## config.mk

```make
export PLATFORM = sky130hd
export DESIGN_NAME = rational_arithmetic_unit_flat
export DESIGN_NICKNAME = d
export VERILOG_FILES = /design/src/rtl/rau_pkg.sv /design/src/rtl/rau_if.sv /design/src/rtl/rational_arithmetic_unit.sv /design/src/rtl/rau_datapath.sv /design/src/rtl/rau_ctrl.sv /design/src/flat_wrapper.sv
export SDC_FILE = /design/constraint.sdc
export NUM_CORES = 1
export LEC_CHECK = 0
export BUFFER_PORTS_ARGS = -buffer_cell sky130_fd_sc_hd__buf_2
export CORE_ASPECT_RATIO = 0.9
export CORE_UTILIZATION = 60
export CTS_CLUSTER_DIAMETER = 120
export DETAILED_ROUTE_END_ITERATION = 10
export GPL_ROUTABILITY_DRIVEN = 0
export HOLD_SLACK_MARGIN = 0.03
export PLACE_DENSITY = 0.8
export SYNTH_ARGS = -nofsm -noshare
export SYNTH_HDL_FRONTEND = slang
export SYNTH_SLANG_ARGS = --single-unit
```

## constraint.sdc

```tcl
create_clock -name i_clk -period 5.6 [get_ports i_clk]
set_input_delay 1.4 -clock i_clk [delete_from_list [all_inputs] [get_ports i_clk]]
set_output_delay 1.4 -clock i_clk [all_outputs]
set_load 0.05 [all_outputs]
```

## src/rtl/rau_pkg.sv

```systemverilog
// Shared types and constants of the rational arithmetic unit.
package rau_pkg;
    localparam int OPERAND_WIDTH_DEF = 32;
    localparam int FIELD_W = 32;
    localparam int MAG_W   = 64;

    typedef enum logic [1:0] {
        CMD_ADD = 2'd0,
        CMD_SUB = 2'd1,
        CMD_MUL = 2'd2,
        CMD_DIV = 2'd3
    } t_cmd;

    typedef struct packed {
        logic [1:0]        command;
        logic [FIELD_W-1:0] a_num;
        logic [FIELD_W-1:0] a_den;
        logic [FIELD_W-1:0] b_num;
        logic [FIELD_W-1:0] b_den;
    } t_in_word;

    typedef struct packed {
        logic [63:0] res_num;
        logic [62:0] res_den;
        logic        zero_den_error;
    } t_out_word;

    typedef enum logic [3:0] {
        OP_LOAD, OP_MUL1, OP_MUL2, OP_COMBINE, OP_GCD_INIT, OP_GCD_STEP,
        OP_DIV_INIT, OP_DIV_STEP, OP_DIV2_INIT, OP_FINISH, OP_NONE
    } t_op;

    typedef struct packed {
        t_op op;
    } t_dp_cmd;

    typedef struct packed {
        logic gcd_done;
        logic div_done;
    } t_dp_status;
endpackage

```

## src/rtl/rau_if.sv

```systemverilog
// Valid/ready channel interface carrying one word.
interface rau_if #(parameter type T = logic) ();
    logic valid;
    logic ready;
    T     data;
    modport source (output valid, output data, input ready);
    modport sink   (input valid, input data, output ready);
endinterface

```

## src/rtl/rational_arithmetic_unit.sv

```systemverilog
// Top level of the rational arithmetic unit.
// The block takes one word on the input channel: an operation code and two
// signed fractions. It returns one word on the output channel: the reduced
// numerator, the nonnegative reduced denominator and a zero-denominator flag.
// Work per word: the cross products and their combination, then one binary
// gcd step per cycle over 64-bit magnitudes, then two restoring divisions
// by the gcd at one quotient bit per cycle.
// The time per word is set by the gcd loop and the shared divider; one word
// is in flight at a time.
// The input is ready only while the block is idle. The result is held on the
// output channel until the receiver takes it; while it stalls, no new word
// is accepted. The synchronous reset returns the controller to idle; the
// datapath registers are not reset.
module rational_arithmetic_unit
    import rau_pkg::*;
#(
    parameter int OPERAND_WIDTH = OPERAND_WIDTH_DEF
) (
    input  logic i_clk,
    input  logic i_rst_n,
    rau_if.sink   i_in,
    rau_if.source o_out
);
    t_dp_cmd    cmd;
    t_dp_status status;
    t_in_word   in_word;
    t_out_word  out_word;

    assign in_word    = i_in.data;
    assign o_out.data = out_word;

    rau_ctrl u_ctrl (
        .i_clk      (i_clk),
        .i_rst_n    (i_rst_n),
        .i_in_valid (i_in.valid),
        .o_in_ready (i_in.ready),
        .o_out_valid(o_out.valid),
        .i_out_ready(o_out.ready),
        .o_cmd      (cmd),
        .i_status   (status)
    );

    rau_datapath #(.OPERAND_WIDTH(OPERAND_WIDTH)) u_dp (
        .i_clk   (i_clk),
        .i_cmd   (cmd),
        .i_word  (in_word),
        .o_status(status),
        .o_result(out_word)
    );
endmodule

```

## src/rtl/rau_datapath.sv

```systemverilog
// Datapath: sign-magnitude products, binary gcd and restoring division.
module rau_datapath
    import rau_pkg::*;
#(
    parameter int OPERAND_WIDTH = OPERAND_WIDTH_DEF
) (
    input  logic       i_clk,
    input  t_dp_cmd    i_cmd,
    input  t_in_word   i_word,
    output t_dp_status o_status,
    output t_out_word  o_result
);
    localparam int OW = OPERAND_WIDTH;
    localparam int SH_W = $clog2(MAG_W + 1);

    logic [OW-1:0] r_mag [4];
    logic [3:0]    r_neg;
    logic [1:0]    r_op;
    logic [MAG_W-1:0] r_p0, r_p1, r_p2;
    logic [2:0]    r_pn;
    logic [MAG_W-1:0] r_n, r_d;
    logic          r_nn, r_dn;
    logic [MAG_W-1:0] r_x, r_y;
    logic [SH_W-1:0]  r_k;
    logic [MAG_W-1:0] r_g;
    logic [MAG_W-1:0] r_q, r_rem, r_rn;
    logic [6:0]       r_cnt;
    logic             r_second;
    logic [MAG_W-1:0] r_rd;

    logic [OW-1:0] in_raw [4];
    logic [MAG_W-1:0] n_sum, n_diff;
    logic          sneg;
    logic [MAG_W-1:0] rem_sh;

    assign in_raw[0] = i_word.a_num[OW-1:0];
    assign in_raw[1] = i_word.a_den[OW-1:0];
    assign in_raw[2] = i_word.b_num[OW-1:0];
    assign in_raw[3] = i_word.b_den[OW-1:0];

    always_comb begin
        sneg   = r_pn[1] ^ (r_op == CMD_SUB);
        n_sum  = r_p0 + r_p1;
        n_diff = (r_p0 >= r_p1) ? r_p0 - r_p1 : r_p1 - r_p0;
        rem_sh = {r_rem[MAG_W-2:0], r_q[MAG_W-1]};
    end

    always_ff @(posedge i_clk) begin
        case (i_cmd.op)
            OP_LOAD: begin
                r_op <= i_word.command;
                for (int i = 0; i < 4; i++) begin
                    r_neg[i] <= in_raw[i][OW-1];
                    r_mag[i] <= in_raw[i][OW-1] ? (~in_raw[i] + 1'b1) : in_raw[i];
                end
            end
            OP_MUL1: begin
                // an*bd (or an*bn for multiply) and ad*bn; the ad*bd product follows
                if (r_op == CMD_MUL) begin
                    r_p0 <= MAG_W'(r_mag[0]) * MAG_W'(r_mag[2]);
                    r_pn[0] <= r_neg[0] ^ r_neg[2];
                end else begin
                    r_p0 <= MAG_W'(r_mag[0]) * MAG_W'(r_mag[3]);
                    r_pn[0] <= r_neg[0] ^ r_neg[3];
                end
                r_p1 <= MAG_W'(r_mag[1]) * MAG_W'(r_mag[2]);
                r_pn[1] <= r_neg[1] ^ r_neg[2];
            end
            OP_MUL2: begin
                r_p2 <= MAG_W'(r_mag[1]) * MAG_W'(r_mag[3]);
                r_pn[2] <= r_neg[1] ^ r_neg[3];
            end
            OP_COMBINE: begin
                if (r_op == CMD_MUL) begin
                    r_n <= r_p0; r_nn <= r_pn[0] && (r_p0 != '0);
                    r_d <= r_p2; r_dn <= r_pn[2] && (r_p2 != '0);
                end else if (r_op == CMD_DIV) begin
                    r_n <= r_p0; r_nn <= r_pn[0] && (r_p0 != '0);
                    r_d <= r_p1; r_dn <= r_pn[1] && (r_p1 != '0);
                end else begin
                    r_d <= r_p2; r_dn <= r_pn[2] && (r_p2 != '0);
                    if (r_p1 == '0) begin
                        r_n <= r_p0; r_nn <= r_pn[0] && (r_p0 != '0);
                    end else if (r_p0 == '0) begin
                        r_n <= r_p1; r_nn <= sneg;
                    end else if (r_pn[0] == sneg) begin
                        r_n <= n_sum; r_nn <= sneg;
                    end else begin
                        r_n <= n_diff;
                        r_nn <= ((r_p0 >= r_p1) ? r_pn[0] : sneg) && (n_diff != '0);
                    end
                end
            end
            OP_GCD_INIT: begin
                r_x <= r_n;
                r_y <= r_d;
                r_k <= '0;
            end
            OP_GCD_STEP: begin
                if (r_x == '0 || r_y == '0) begin
                    r_g <= (r_x | r_y) << r_k;
                end else if (!r_x[0] && !r_y[0]) begin
                    r_x <= r_x >> 1; r_y <= r_y >> 1; r_k <= r_k + 1'b1;
                end else if (!r_x[0]) begin
                    r_x <= r_x >> 1;
                end else if (!r_y[0]) begin
                    r_y <= r_y >> 1;
                end else if (r_x >= r_y) begin
                    r_x <= (r_x - r_y) >> 1;
                end else begin
                    r_y <= (r_y - r_x) >> 1;
                end
            end
            OP_DIV_INIT, OP_DIV2_INIT: begin
                r_second <= (i_cmd.op == OP_DIV2_INIT);
                r_q   <= (i_cmd.op == OP_DIV2_INIT) ? r_d : r_n;
                r_rem <= '0;
                r_cnt <= '0;
            end
            OP_DIV_STEP: begin
                if (rem_sh >= r_g) begin
                    r_rem <= rem_sh - r_g;
                    r_q   <= {r_q[MAG_W-2:0], 1'b1};
                end else begin
                    r_rem <= rem_sh;
                    r_q   <= {r_q[MAG_W-2:0], 1'b0};
                end
                r_cnt <= r_cnt + 1'b1;
                if (r_cnt == 7'(MAG_W - 1)) begin
                    if (r_second) r_rd <= {r_q[MAG_W-2:0], rem_sh >= r_g};
                    else          r_rn <= {r_q[MAG_W-2:0], rem_sh >= r_g};
                end
            end
            default: ;
        endcase
    end

    logic       neg;
    logic       err;
    logic [MAG_W-1:0] rn_v, rd_v;
    always_comb begin
        err  = (r_d == '0);
        rn_v = (r_g == '0) ? '0 : r_rn;
        rd_v = (r_g == '0) ? '0 : r_rd;
        neg  = (r_g != '0) && (rn_v != '0) && (err ? r_nn : (r_nn ^ r_dn));
        o_result.zero_den_error = err;
        o_result.res_den = rd_v[62:0];
        if (neg)                 o_result.res_num = ~rn_v + 1'b1;
        else if (rn_v[MAG_W-1])  o_result.res_num = {1'b0, {(MAG_W-1){1'b1}}};
        else                     o_result.res_num = rn_v;
        o_status.gcd_done = (r_x == '0) || (r_y == '0);
        o_status.div_done = (r_cnt == 7'(MAG_W - 1));
    end
endmodule

```

## src/rtl/rau_ctrl.sv

```systemverilog
// Controller sequencing load, products, gcd, divisions and output.
module rau_ctrl
    import rau_pkg::*;
(
    input  logic       i_clk,
    input  logic       i_rst_n,
    input  logic       i_in_valid,
    output logic       o_in_ready,
    output logic       o_out_valid,
    input  logic       i_out_ready,
    output t_dp_cmd    o_cmd,
    input  t_dp_status i_status
);
    typedef enum logic [3:0] {
        S_IDLE, S_MUL1, S_MUL2, S_COMB, S_GINIT, S_GCD, S_D1I, S_D1,
        S_D2I, S_D2, S_FIN, S_OUT
    } t_state;

    t_state r_state;

    assign o_in_ready  = (r_state == S_IDLE);
    assign o_out_valid = (r_state == S_OUT);

    always_comb begin
        case (r_state)
            S_IDLE:  o_cmd.op = i_in_valid ? OP_LOAD : OP_NONE;
            S_MUL1:  o_cmd.op = OP_MUL1;
            S_MUL2:  o_cmd.op = OP_MUL2;
            S_COMB:  o_cmd.op = OP_COMBINE;
            S_GINIT: o_cmd.op = OP_GCD_INIT;
            S_GCD:   o_cmd.op = OP_GCD_STEP;
            S_D1I:   o_cmd.op = OP_DIV_INIT;
            S_D1:    o_cmd.op = OP_DIV_STEP;
            S_D2I:   o_cmd.op = OP_DIV2_INIT;
            S_D2:    o_cmd.op = OP_DIV_STEP;
            default: o_cmd.op = OP_NONE;
        endcase
    end

    always_ff @(posedge i_clk) begin
        if (!i_rst_n) begin
            r_state <= S_IDLE;
        end else begin
            case (r_state)
                S_IDLE:  if (i_in_valid) r_state <= S_MUL1;
                S_MUL1:  r_state <= S_MUL2;
                S_MUL2:  r_state <= S_COMB;
                S_COMB:  r_state <= S_GINIT;
                S_GINIT: r_state <= S_GCD;
                S_GCD:   if (i_status.gcd_done) r_state <= S_D1I;
                S_D1I:   r_state <= S_D1;
                S_D1:    if (i_status.div_done) r_state <= S_D2I;
                S_D2I:   r_state <= S_D2;
                S_D2:    if (i_status.div_done) r_state <= S_FIN;
                S_FIN:   r_state <= S_OUT;
                S_OUT:   if (i_out_ready) r_state <= S_IDLE;
                default: r_state <= S_IDLE;
            endcase
        end
    end
endmodule

```

## src/flat_wrapper.sv

```systemverilog
// flat-port wrapper written by rule: the top's interface ports become plain ports
module rational_arithmetic_unit_flat import rau_pkg::*;
#(
    parameter int OPERAND_WIDTH = OPERAND_WIDTH_DEF
)
  (i_clk, i_rst_n, i_in_valid, i_in_data, i_in_ready, o_out_valid, o_out_data, o_out_ready);
  rau_if i_in_i ();
  rau_if o_out_i ();
  input  logic i_clk;
  input  logic i_rst_n;
  input wire logic [$bits(i_in_i.valid)-1:0] i_in_valid;
  input wire logic [$bits(i_in_i.data)-1:0] i_in_data;
  output wire logic [$bits(i_in_i.ready)-1:0] i_in_ready;
  output wire logic [$bits(o_out_i.valid)-1:0] o_out_valid;
  output wire logic [$bits(o_out_i.data)-1:0] o_out_data;
  input wire logic [$bits(o_out_i.ready)-1:0] o_out_ready;
  assign i_in_i.valid = i_in_valid;
  assign i_in_i.data = i_in_data;
  assign i_in_ready = i_in_i.ready;
  assign o_out_valid = o_out_i.valid;
  assign o_out_data = o_out_i.data;
  assign o_out_i.ready = o_out_ready;
  rational_arithmetic_unit #(.OPERAND_WIDTH(OPERAND_WIDTH)) u_core (.i_clk(i_clk), .i_rst_n(i_rst_n), .i_in(i_in_i), .o_out(o_out_i));
endmodule
```

==> out/results.txt, run 1 <==
fin. max-slew vios: 0
Hold Fails Final Rpt: 0
Worst Path Class, Setup: reg -> reg
Register-to-Register Path Depth: 15
Post-Route Skew: 11.2 ps
antenna violation net count after detailed routing: 0
clock latency on the worst-skew pair: 440 ps
starting density of the core: 0.617
CTS tree: yes
detail-routed net length per standard cell: 20.9 um
list of most frequent post-synthesis cells: 195 x sky130_fd_sc_hd__nand2_1, 194 x sky130_fd_sc_hd__a21oi_1, 157 x sky130_fd_sc_hd__inv_1
net count after synthesis: 1818
register-to-register setup slack: 930 ps
# resized after CTS: 0
power per standard cell area: 216 nW/um^2
global routing usage on met3: 0.0683
root buffer cell: sky130_fd_sc_hd__clkbuf_16
arrival time at the worst endpoint: 4740 ps
Worst IR Drop VDD: 0.194 mV
number of max-cap violations: 0
worst-case setup slack after placement: 1080 ps
synthesized instance count: 1681
PnR worst setup slack: 927 ps
Critical path origin: u_core.u_dp.r_x[0]
leakage power total: 5.82 nW
register area share after synthesis: 0.302
Synth-to-Final Area Change: 5.76%
post-synth top area cell: sky130_fd_sc_hd__edfxtp_1
outcome: complete, no violations
wirelength, routed: 40400 um
Hold Path Sink: u_core.u_ctrl.r_state[2]
Clock Sink Count: 137
count leader, synth: sky130_fd_sc_hd__nand2_1
kind of launch point of the worst setup path: flop
most crowded layer after global routing: met2
most used flip-flop cell after synthesis: sky130_fd_sc_hd__edfxtp_1
Via Count: 12800
number of flops mapped to enable cells by yosys: 133
setup TNS: 0 ps
Least-Margin Pin Slew: 1120 ps
class of the most critical hold timing path: reg -> reg
unrepaired setup endpoints after global routing: no
share of the cycle needed by the critical path after routing: 0.835
hold-critical path depth: 2
area of the mapped netlist: 13500 um^2
end of the worst register-to-register path: u_core.u_dp.r_y[29]
met1 Resource Use GR: 0.482
number of warnings printed during yosys synthesis: 0
slowest library cell on the worst path: sky130_fd_sc_hd__buf_4
Setup-failing EPs final: 0
global-route wire length before repair: 64000 um
average cell area after synthesis: 8.01 um^2
number of nets in the final layout: 1766
kind of end point of the critical path: flop
Peak Freq: 214 MHz
DRC violation count after routing: 0
delay of the slowest cell on the worst path: 610 ps
critical path data required time: 5670 ps
standard-cell rows: 51
via/cell ratio: 6.61
area inside the core boundary: 21800 um^2
Min-Delay Startpoint: u_core.u_ctrl.r_state[2]
combined global-route utilization of all metal layers: 0.353
async set or reset register ratio after synthesis: 0
number of flip-flops and latches in the synthesized netlist: 137
total congestion overflow: 0
I/O pin count: 8
met2 usage: 0.545
largest net degree at the start of global routing: 55
Die Span Y: 144 um
initial antenna violation count: 0
number of filler instances in the final layout: 1840
series of cell instances along the critical path: inv_1 -> ha_1 -> fa_1 -> nand2b_1 -> a21oi_1 -> o21ai_1 -> o211a_2 -> o21ai_2 -> a21oi_1 -> nand3_1 -> a41oi_2 -> buf_4 -> o21bai_1 -> a21oi_4 -> buf_4
via count of the first global-routing pass: 12100
largest fanout on the critical path: 47
top post-synthesis cells by area: sky130_fd_sc_hd__edfxtp_1 30%, sky130_fd_sc_hd__ha_1 12%, sky130_fd_sc_hd__a21oi_1 7.2%
Detailed Routing Iterations Pass 1: 5
horizontal die dimension: 160 um
number of input and output port buffers inserted: 5
Min Clock Period, post-route: 4670 ps
Setup Buffers After CTS: 0
Max H-tree Level: 4
1st-iter DRT viols: 1606
Longest Clk Path Bufs: 2
die area: 23100 um^2
share of layout cells above drive strength 1: 0.0536
RR Startpoint: u_core.u_dp.r_x[0]
number of buffers and inverters on the critical path: 3
gate family responsible for the most delay along the worst path: compound AO/OA/AOI/OAI gates
number of buffers created by CTS: 17
fin area: 14200 um^2
instance area after placement: 13600 um^2
number of inserted diodes: 0
CTS Hold Buffers Added: 0
clk slew on worst S/H paths: 70 ps
Yosys cell types: 68
portion of synthesized cell area occupied by the leading cell type: 0.296
worst rel slew slack: 0.242
DPL Wire Length: 29900 um
## routing by layer
layer / wire, um / up-vias
li1: - / 5878
met1: 16900 / 5927
met2: 17100 / 821
met3: 4730 / 154
met4: 1690 / 0
met5: 0 / -
## cell usage in the layout, fill, tap and decap left out, types with 7 or more instances in the layout
cell type / Yosys / routed
sky130_fd_sc_hd__a21boi_0: 7 / 7
sky130_fd_sc_hd__a21o_1: 53 / 53
sky130_fd_sc_hd__a21oi_1: 194 / 193
sky130_fd_sc_hd__a22o_1: 8 / 8
sky130_fd_sc_hd__a31oi_1: 14 / 14
sky130_fd_sc_hd__and2_1: 7 / 7
sky130_fd_sc_hd__buf_4: 1 / 15
sky130_fd_sc_hd__clkbuf_16: 0 / 17
sky130_fd_sc_hd__edfxtp_1: 133 / 133
sky130_fd_sc_hd__ha_1: 130 / 130
sky130_fd_sc_hd__inv_1: 157 / 157
sky130_fd_sc_hd__nand2_1: 195 / 195
sky130_fd_sc_hd__nand2b_1: 14 / 14
sky130_fd_sc_hd__nand3_1: 41 / 41
sky130_fd_sc_hd__nand4_1: 38 / 38
sky130_fd_sc_hd__nor2_1: 78 / 75
sky130_fd_sc_hd__nor2b_1: 14 / 14
sky130_fd_sc_hd__nor3_1: 12 / 12
sky130_fd_sc_hd__nor4_1: 38 / 38
sky130_fd_sc_hd__o21a_1: 21 / 21
sky130_fd_sc_hd__o21ai_0: 104 / 104
sky130_fd_sc_hd__o21ai_1: 74 / 74
sky130_fd_sc_hd__o21bai_1: 30 / 30
sky130_fd_sc_hd__o31ai_1: 7 / 7
sky130_fd_sc_hd__xnor2_1: 78 / 78
sky130_fd_sc_hd__xor2_1: 44 / 44
## registers in the layout, summed over array words and instances, names as in the netlist
register,cells
u_core.u_dp.r_cnt,7
u_core.u_dp.r_x,63
u_core.u_dp.r_y,63
u_core.u_ctrl.r_state,4
## worst min-delay path, delay by kind of cell (launching register included)
family / cells / cell delay [ps]
DFF: 1 / 380
AOI/OAI and AO/OA: 2 / 160
## per-stage QoR
| step | util | power [mW] | hold WS, ps | std cells |
|---|---|---|---|---|
| after global placement | 0.625 | 1.85 | 560 | 1901 |
| after global routing | 0.653 | 3.16 | 629 | 1933 |
| after detailed placement | 0.625 | 1.86 | 586 | 1901 |
| final | 0.653 | 3.07 | 591 | 1933 |
| after floorplan | - | 1.70 | 563 | 1681 |
| after CTS | 0.653 | 3.04 | 594 | 1933 |
## report_power, final
part | switching (mW) | total (mW) | internal (mW)
Sequential | 0.0513 | 1.21 | 1.16
Clock | 0.529 | 1.20 | 0.674
Combinational | 0.424 | 0.660 | 0.236
Total | 1.00 | 3.07 | 2.07
## cells by family after synthesis
kind of cell / after synthesis / share of synthesized area
simple gates: 465 / 0.163
other cells: 1 / 0.000278
buf+inv: 252 / 0.0737
fa+ha+maj: 132 / 0.124
flops: 137 / 0.302
compound gates: 572 / 0.257
xor+xnor: 122 / 0.0793
## how the worst max path moves through the flow
stage                                endpoint  slack [ps]  cells after the start
final                     u_core.u_dp.r_y[29]         930                     15
after global routing      u_core.u_dp.r_y[49]         750                     15
after CTS                 u_core.u_dp.r_y[54]        1050                     15
after detailed placement  u_core.u_dp.r_y[50]        1080                     15
after global placement    u_core.u_dp.r_y[50]        1180                     15
after floorplan           u_core.u_dp.r_y[10]         790                     14
## area by class of cell
| class | count | area (um^2) | area share |
|---|---|---|---|
| multi-input combinational | 1292 | 8430 | 0.592 |
| sequential | 137 | 4070 | 0.286 |
| inverter | 159 | 597 | 0.0419 |
| clock buffer | 17 | 425 | 0.0299 |
| tap | 291 | 364 | 0.0256 |
| clock inverter | 15 | 178 | 0.0125 |
| timing repair buffer | 22 | 178 | 0.0125 |
Power figures use the tool's default switching activity.
==> run 2, diff against run 1 <==
PLACE_DENSITY = 0.77   (was 0.8)
clock period = 4.3 ns   (was 5.6 ns; I/O delays follow)
==> run 2 against run 1 <==
Against the previous run: worst setup slack worse by 860 ps; count of clock-buffer cells in the layout is 1 higher; global-route usage is 0.73 points higher; die area stayed put; hold slack better by 14 ps; sequential cell count stayed put; cell count is 1.9% higher; critical path type unchanged; critical endpoint is now u_core.u_dp.r_y[57].
==> out/results.txt, run 2 (synthesized netlist as in run 1, its figures left out) <==
outcome: complete, no violations
number of max-cap violations: 0
Top Registers: u_core.u_dp.r_x (63), u_core.u_dp.r_y (63), u_core.u_dp.r_cnt (7)
fin area: 14600 um^2
CTS Hold Buffers Added: 0
end of the worst register-to-register path: u_core.u_dp.r_y[57]
worst rel slew slack: 0.345
Setup-failing EPs final: 0
via count of the first global-routing pass: 12200
number of filler instances in the final layout: 1833
number of inserted diodes: 0
Detailed Routing Iterations Pass 1: 6
Register-to-Register Path Depth: 15
setup TNS: 0 ps
Post-Route Skew: 17.7 ps
Clock Sink Count: 137
RR Startpoint: u_core.u_dp.r_y[0]
Max H-tree Level: 4
wirelength, routed: 40900 um
kind of launch point of the worst setup path: flop
horizontal die dimension: 160 um
Worst path depth: 15
gate family responsible for the most delay along the worst path: compound AO/OA/AOI/OAI gates
clock latency on the worst-skew pair: 450 ps
root buffer cell: sky130_fd_sc_hd__clkbuf_16
Least-Margin Pin Slew: 973 ps
area used by multi-input combinational logic: 8440 um^2
I/O pin count: 8
critical path data required time: 4470 ps
most common cell after layout, fill and taps aside: sky130_fd_sc_hd__nand2_1
utilization after layout: 0.669
class of the most critical hold timing path: reg -> reg
antenna violation net count after detailed routing: 0
sequential cell area: 4070 um^2
series of cell instances along the critical path: inv_1 -> ha_1 -> fa_1 -> nor2b_1 -> o21bai_1 -> nand2_1 -> a21oi_1 -> o21ai_1 -> a31oi_1 -> o41a_1 -> and2_1 -> o31ai_1 -> buf_4 -> xnor2_1 -> o21ai_1
number of input and output port buffers inserted: 5
Setup Buffers After CTS: 0
dominant cell type by count on the critical path: sky130_fd_sc_hd__o21ai_1
Longest Clk Path Bufs: 2
kind of end point of the critical path: flop
delay of the slowest cell on the worst path: 510 ps
DRC violation count after routing: 0
Hold Fails Final Rpt: 0
slowest library cell on the worst path: sky130_fd_sc_hd__o41a_1
via/cell ratio: 6.57
Die Span Y: 144 um
total congestion overflow: 0
Synth-to-Final Area Change: 8.32%
unrepaired setup endpoints after global routing: no
initial antenna violation count: 1
combined global-route utilization of all metal layers: 0.361
Worst Path Class, Setup: reg -> reg
share of layout cells above drive strength 1: 0.0739
Critical path origin: u_core.u_dp.r_y[0]
instance area after placement: 14000 um^2
share of the cycle needed by the critical path after routing: 0.984
largest fanout on the critical path: 5
clk slew on worst S/H paths: 60 ps
detail-routed net length per standard cell: 20.8 um
most frequent cells in the layout: 195 x sky130_fd_sc_hd__nand2_1, 193 x sky130_fd_sc_hd__a21oi_1, 157 x sky130_fd_sc_hd__inv_1, 133 x sky130_fd_sc_hd__edfxtp_1, 129 x sky130_fd_sc_hd__ha_1
standard-cell rows: 51
register-to-register setup slack: 70 ps
global-route wire length before repair: 64700 um
Via Count: 12900
CTS tree: yes
number of buffers and inverters on the critical path: 2
crit path to: u_core.u_dp.r_y[57]
area inside the core boundary: 21800 um^2
power per standard cell area: 277 nW/um^2
leakage power total: 6.02 nW
1st-iter DRT viols: 1643
arrival time at the worst endpoint: 4400 ps
Peak Freq: 236 MHz
DPL Wire Length: 30700 um
number of buffers created by CTS: 17
Worst IR Drop VDD: 0.238 mV
die area: 23100 um^2
number of nets in the final layout: 1802
starting density of the core: 0.617
largest net degree at the start of global routing: 46
# resized after CTS: 0
Min Clock Period, post-route: 4230 ps
fin. max-slew vios: 0
-- run 2: worst min path at each step --
stage                                         from                       end  depth (start not counted)
final                         u_core.u_dp.r_cnt[0]      u_core.u_dp.r_cnt[0]                          1
after global routing          u_core.u_dp.r_cnt[0]      u_core.u_dp.r_cnt[0]                          1
after CTS                     u_core.u_dp.r_cnt[0]      u_core.u_dp.r_cnt[0]                          1
after detailed placement      u_core.u_dp.r_cnt[0]      u_core.u_dp.r_cnt[0]                          1
after global placement    u_core.u_ctrl.r_state[2]  u_core.u_ctrl.r_state[2]                          2
after floorplan               u_core.u_dp.r_cnt[0]      u_core.u_dp.r_cnt[0]                          1
-- run 2: layout make-up --
| class | count | area share |
|---|---|---|
| Clock buffer | 18 | 0.0294 |
| Clock inverter | 14 | 0.0127 |
| Inverter | 159 | 0.0409 |
| Multi-Input combinational cell | 1292 | 0.578 |
| Tap cell | 291 | 0.0250 |
| Timing Repair Buffer | 58 | 0.0344 |
| Sequential cell | 137 | 0.279 |
-- run 2: power breakdown --
group	switching (mW)	leakage (nW)	total [mW]	internal, mW
Clock	0.648	0.297	1.57	0.927
Sequential	0.0652	1.24	1.57	1.51
Combinational	0.564	4.49	0.898	0.334
Total	1.28	6.02	4.05	2.77
-- run 2: layer usage --
layer | part of all wire | wire (um) | global-route usage
met4 | 0.048 | 1960 | 0.175
met3 | 0.11 | 4390 | 0.0591
met5 | 0.00032 | 13 | 0
met2 | 0.42 | 17400 | 0.559
met1 | 0.42 | 17200 | 0.492
-- run 2: stage by stage --
step	setup slack (ps)	power, mW	std cells	hold WS [ps]
after global placement	311	2.44	1937	566
after CTS	226	4.02	1969	602
after detailed placement	269	2.46	1937	593
after global routing	16.1	4.18	1969	638
final	70.6	4.05	1969	605
after floorplan	126	2.22	1681	563
==> run 3, diff against run 2 <==
CELL_PAD_IN_SITES_DETAIL_PLACEMENT = 0   (was unset)
CELL_PAD_IN_SITES_GLOBAL_PLACEMENT = 1   (was unset)
CORE_UTILIZATION = 50   (was 60)
PLACE_DENSITY = 0.83   (was 0.77)
==> run 3 against run 2 <==
Against the previous run: wire length grew 5.7%; worst setup slack gained 38 ps; global-route usage shrank 4.2 points; largest power group unchanged; via count shrank 2.6%; cell count grew 3.0%; combinational power is essentially flat; critical path type unchanged; utilization shrank 11 points; critical path depth shrank 1; hold slack lost 14 ps; sequential cell count is the same; first-iteration DRC count shrank 15%; critical endpoint is now u_core.u_dp.r_x[53].
==> out/results.txt, run 3 (synthesized netlist as in run 1, its figures left out) <==
sequential cell area: 4070 um^2
via/cell ratio: 6.21
Hold Fails Final Rpt: 0
share of layout cells above drive strength 1: 0.0750
number of buffers created by CTS: 17
global-route wire length before repair: 67300 um
Detailed Routing Iterations Pass 1: 5
setup TNS: 0 ps
gate family responsible for the most delay along the worst path: compound AO/OA/AOI/OAI gates
fin area: 14600 um^2
utilization after layout: 0.558
total congestion overflow: 0
combined global-route utilization of all metal layers: 0.319
largest net degree at the start of global routing: 50
unrepaired setup endpoints after global routing: no
wirelength, routed: 43300 um
delay of the slowest cell on the worst path: 460 ps
number of max-cap violations: 0
most frequent cells in the layout: 195 x sky130_fd_sc_hd__nand2_1, 193 x sky130_fd_sc_hd__a21oi_1, 157 x sky130_fd_sc_hd__inv_1, 133 x sky130_fd_sc_hd__edfxtp_1, 130 x sky130_fd_sc_hd__ha_1
number of filler instances in the final layout: 2462
kind of launch point of the worst setup path: flop
outcome: complete, no violations
Least-Margin Pin Slew: 783 ps
number of nets in the final layout: 1805
worst rel slew slack: 0.474
clk slew on worst S/H paths: 70 ps
leakage power total: 6.02 nW
Peak Freq: 239 MHz
Clock Sink Count: 137
CTS Hold Buffers Added: 0
area used by multi-input combinational logic: 8440 um^2
Die Span Y: 158 um
Longest Clk Path Bufs: 2
CTS tree: yes
starting density of the core: 0.513
Worst IR Drop VDD: 0.274 mV
Setup Buffers After CTS: 0
arrival time at the worst endpoint: 4390 ps
most common cell after layout, fill and taps aside: sky130_fd_sc_hd__nand2_1
Via Count: 12600
horizontal die dimension: 175 um
Post-Route Skew: 16.7 ps
Setup-failing EPs final: 0
class of the most critical hold timing path: reg -> reg
1st-iter DRT viols: 1395
initial antenna violation count: 0
dominant cell type by count on the critical path: sky130_fd_sc_hd__o21ai_1
Post-Layout Cell Count: 2029
fin. max-slew vios: 0
clock latency on the worst-skew pair: 460 ps
I/O pin count: 8
Min Clock Period, post-route: 4190 ps
DRC violation count after routing: 0
root buffer cell: sky130_fd_sc_hd__clkbuf_16
post-route total power: 4.02 mW
number of input and output port buffers inserted: 5
share of the cycle needed by the critical path after routing: 0.975
via count of the first global-routing pass: 11900
largest fanout on the critical path: 4
Max H-tree Level: 4
antenna violation net count after detailed routing: 0
area inside the core boundary: 26300 um^2
critical path data required time: 4490 ps
series of cell instances along the critical path: inv_1 -> ha_1 -> fa_1 -> nand2b_1 -> a21oi_1 -> o21ai_1 -> o211a_2 -> o221a_2 -> o31ai_2 -> a31oi_1 -> o31a_1 -> o31ai_1 -> xnor2_1 -> o21ai_1
Top Registers: u_core.u_dp.r_x (63), u_core.u_dp.r_y (63), u_core.u_dp.r_cnt (7)
power per standard cell area: 274 nW/um^2
kind of end point of the critical path: flop
Synth-to-Final Area Change: 8.75%
number of cells after detailed placement: 1997
slowest library cell on the worst path: sky130_fd_sc_hd__edfxtp_1
instance area after placement: 14100 um^2
standard-cell rows: 56
DPL Wire Length: 32600 um
# resized after CTS: 0
die area: 27600 um^2
detail-routed net length per standard cell: 21.3 um
number of inserted diodes: 0
number of buffers and inverters on the critical path: 1
Worst Path Class, Setup: reg -> reg
[run 3: cell types whose count changed in the layout (fill, tap and decap cells not counted), moves of 2 or more]
cell / delta
sky130_fd_sc_hd__clkbuf_8: +3
sky130_fd_sc_hd__clkinv_2: +2
sky130_fd_sc_hd__buf_4: +5
sky130_fd_sc_hd__clkinvlp_4: +2
sky130_fd_sc_hd__clkinv_4: -2
sky130_fd_sc_hd__inv_6: -5
[run 3: area by class of cell]
cell class | instances | area share
multi-input cells | 1292 | 0.576
flip-flops and latches | 137 | 0.278
inverters | 159 | 0.0407
repair buffers | 61 | 0.0347
clock buffers | 22 | 0.0324
well taps | 348 | 0.0297
clock inverters | 10 | 0.00811
[run 3: worst paths after layout]
| path | from | endpoint | slack [ps] | cells past startpoint |
|---|---|---|---|---|
| worst max-delay path | u_core.u_dp.r_x[0] | u_core.u_dp.r_x[53] | 110 | 14 |
| worst min-delay path | u_core.u_ctrl.r_state[2] | u_core.u_ctrl.r_state[2] | 590 | 2 |
| worst max register to register | u_core.u_dp.r_x[0] | u_core.u_dp.r_x[53] | 110 | 14 |
| worst min register to register | u_core.u_ctrl.r_state[2] | u_core.u_ctrl.r_state[2] | 590 | 2 |
[run 3: per-layer routing]
layer  global-route usage  wire length [um]
met1                0.454             20200
met2                0.491             18600
met3               0.0509              3400
met4                0.106              1090
met5                    0                 0
[run 3: through the flow]
step | hold WS, ps | setup WS, ps
floorplan | 563 | 126
global placement | 577 | 297
detailed placement | 580 | 240
CTS | 589 | 187
global route | 619 | 17.3
finish | 591 | 109
[run 3: worst reg2reg max path: stages, from the launching register on]
cell and delay [ps]:
sky130_fd_sc_hd__edfxtp_1 460, sky130_fd_sc_hd__inv_1 90, sky130_fd_sc_hd__ha_1 240, sky130_fd_sc_hd__fa_1 390
sky130_fd_sc_hd__nand2b_1 200, sky130_fd_sc_hd__a21oi_1 240, sky130_fd_sc_hd__o21ai_1 110, sky130_fd_sc_hd__o211a_2 170
sky130_fd_sc_hd__o221a_2 300, sky130_fd_sc_hd__o31ai_2 390, sky130_fd_sc_hd__a31oi_1 290, sky130_fd_sc_hd__o31a_1 380
sky130_fd_sc_hd__o31ai_1 420, sky130_fd_sc_hd__xnor2_1 180, sky130_fd_sc_hd__o21ai_1 80
[run 3: power by group]
group          leakage, nW  internal [mW]  switching [mW]
clock network        0.283          0.901           0.642
logic                 4.50          0.333           0.566
registers             1.24           1.51          0.0657
total                 6.02           2.74            1.27
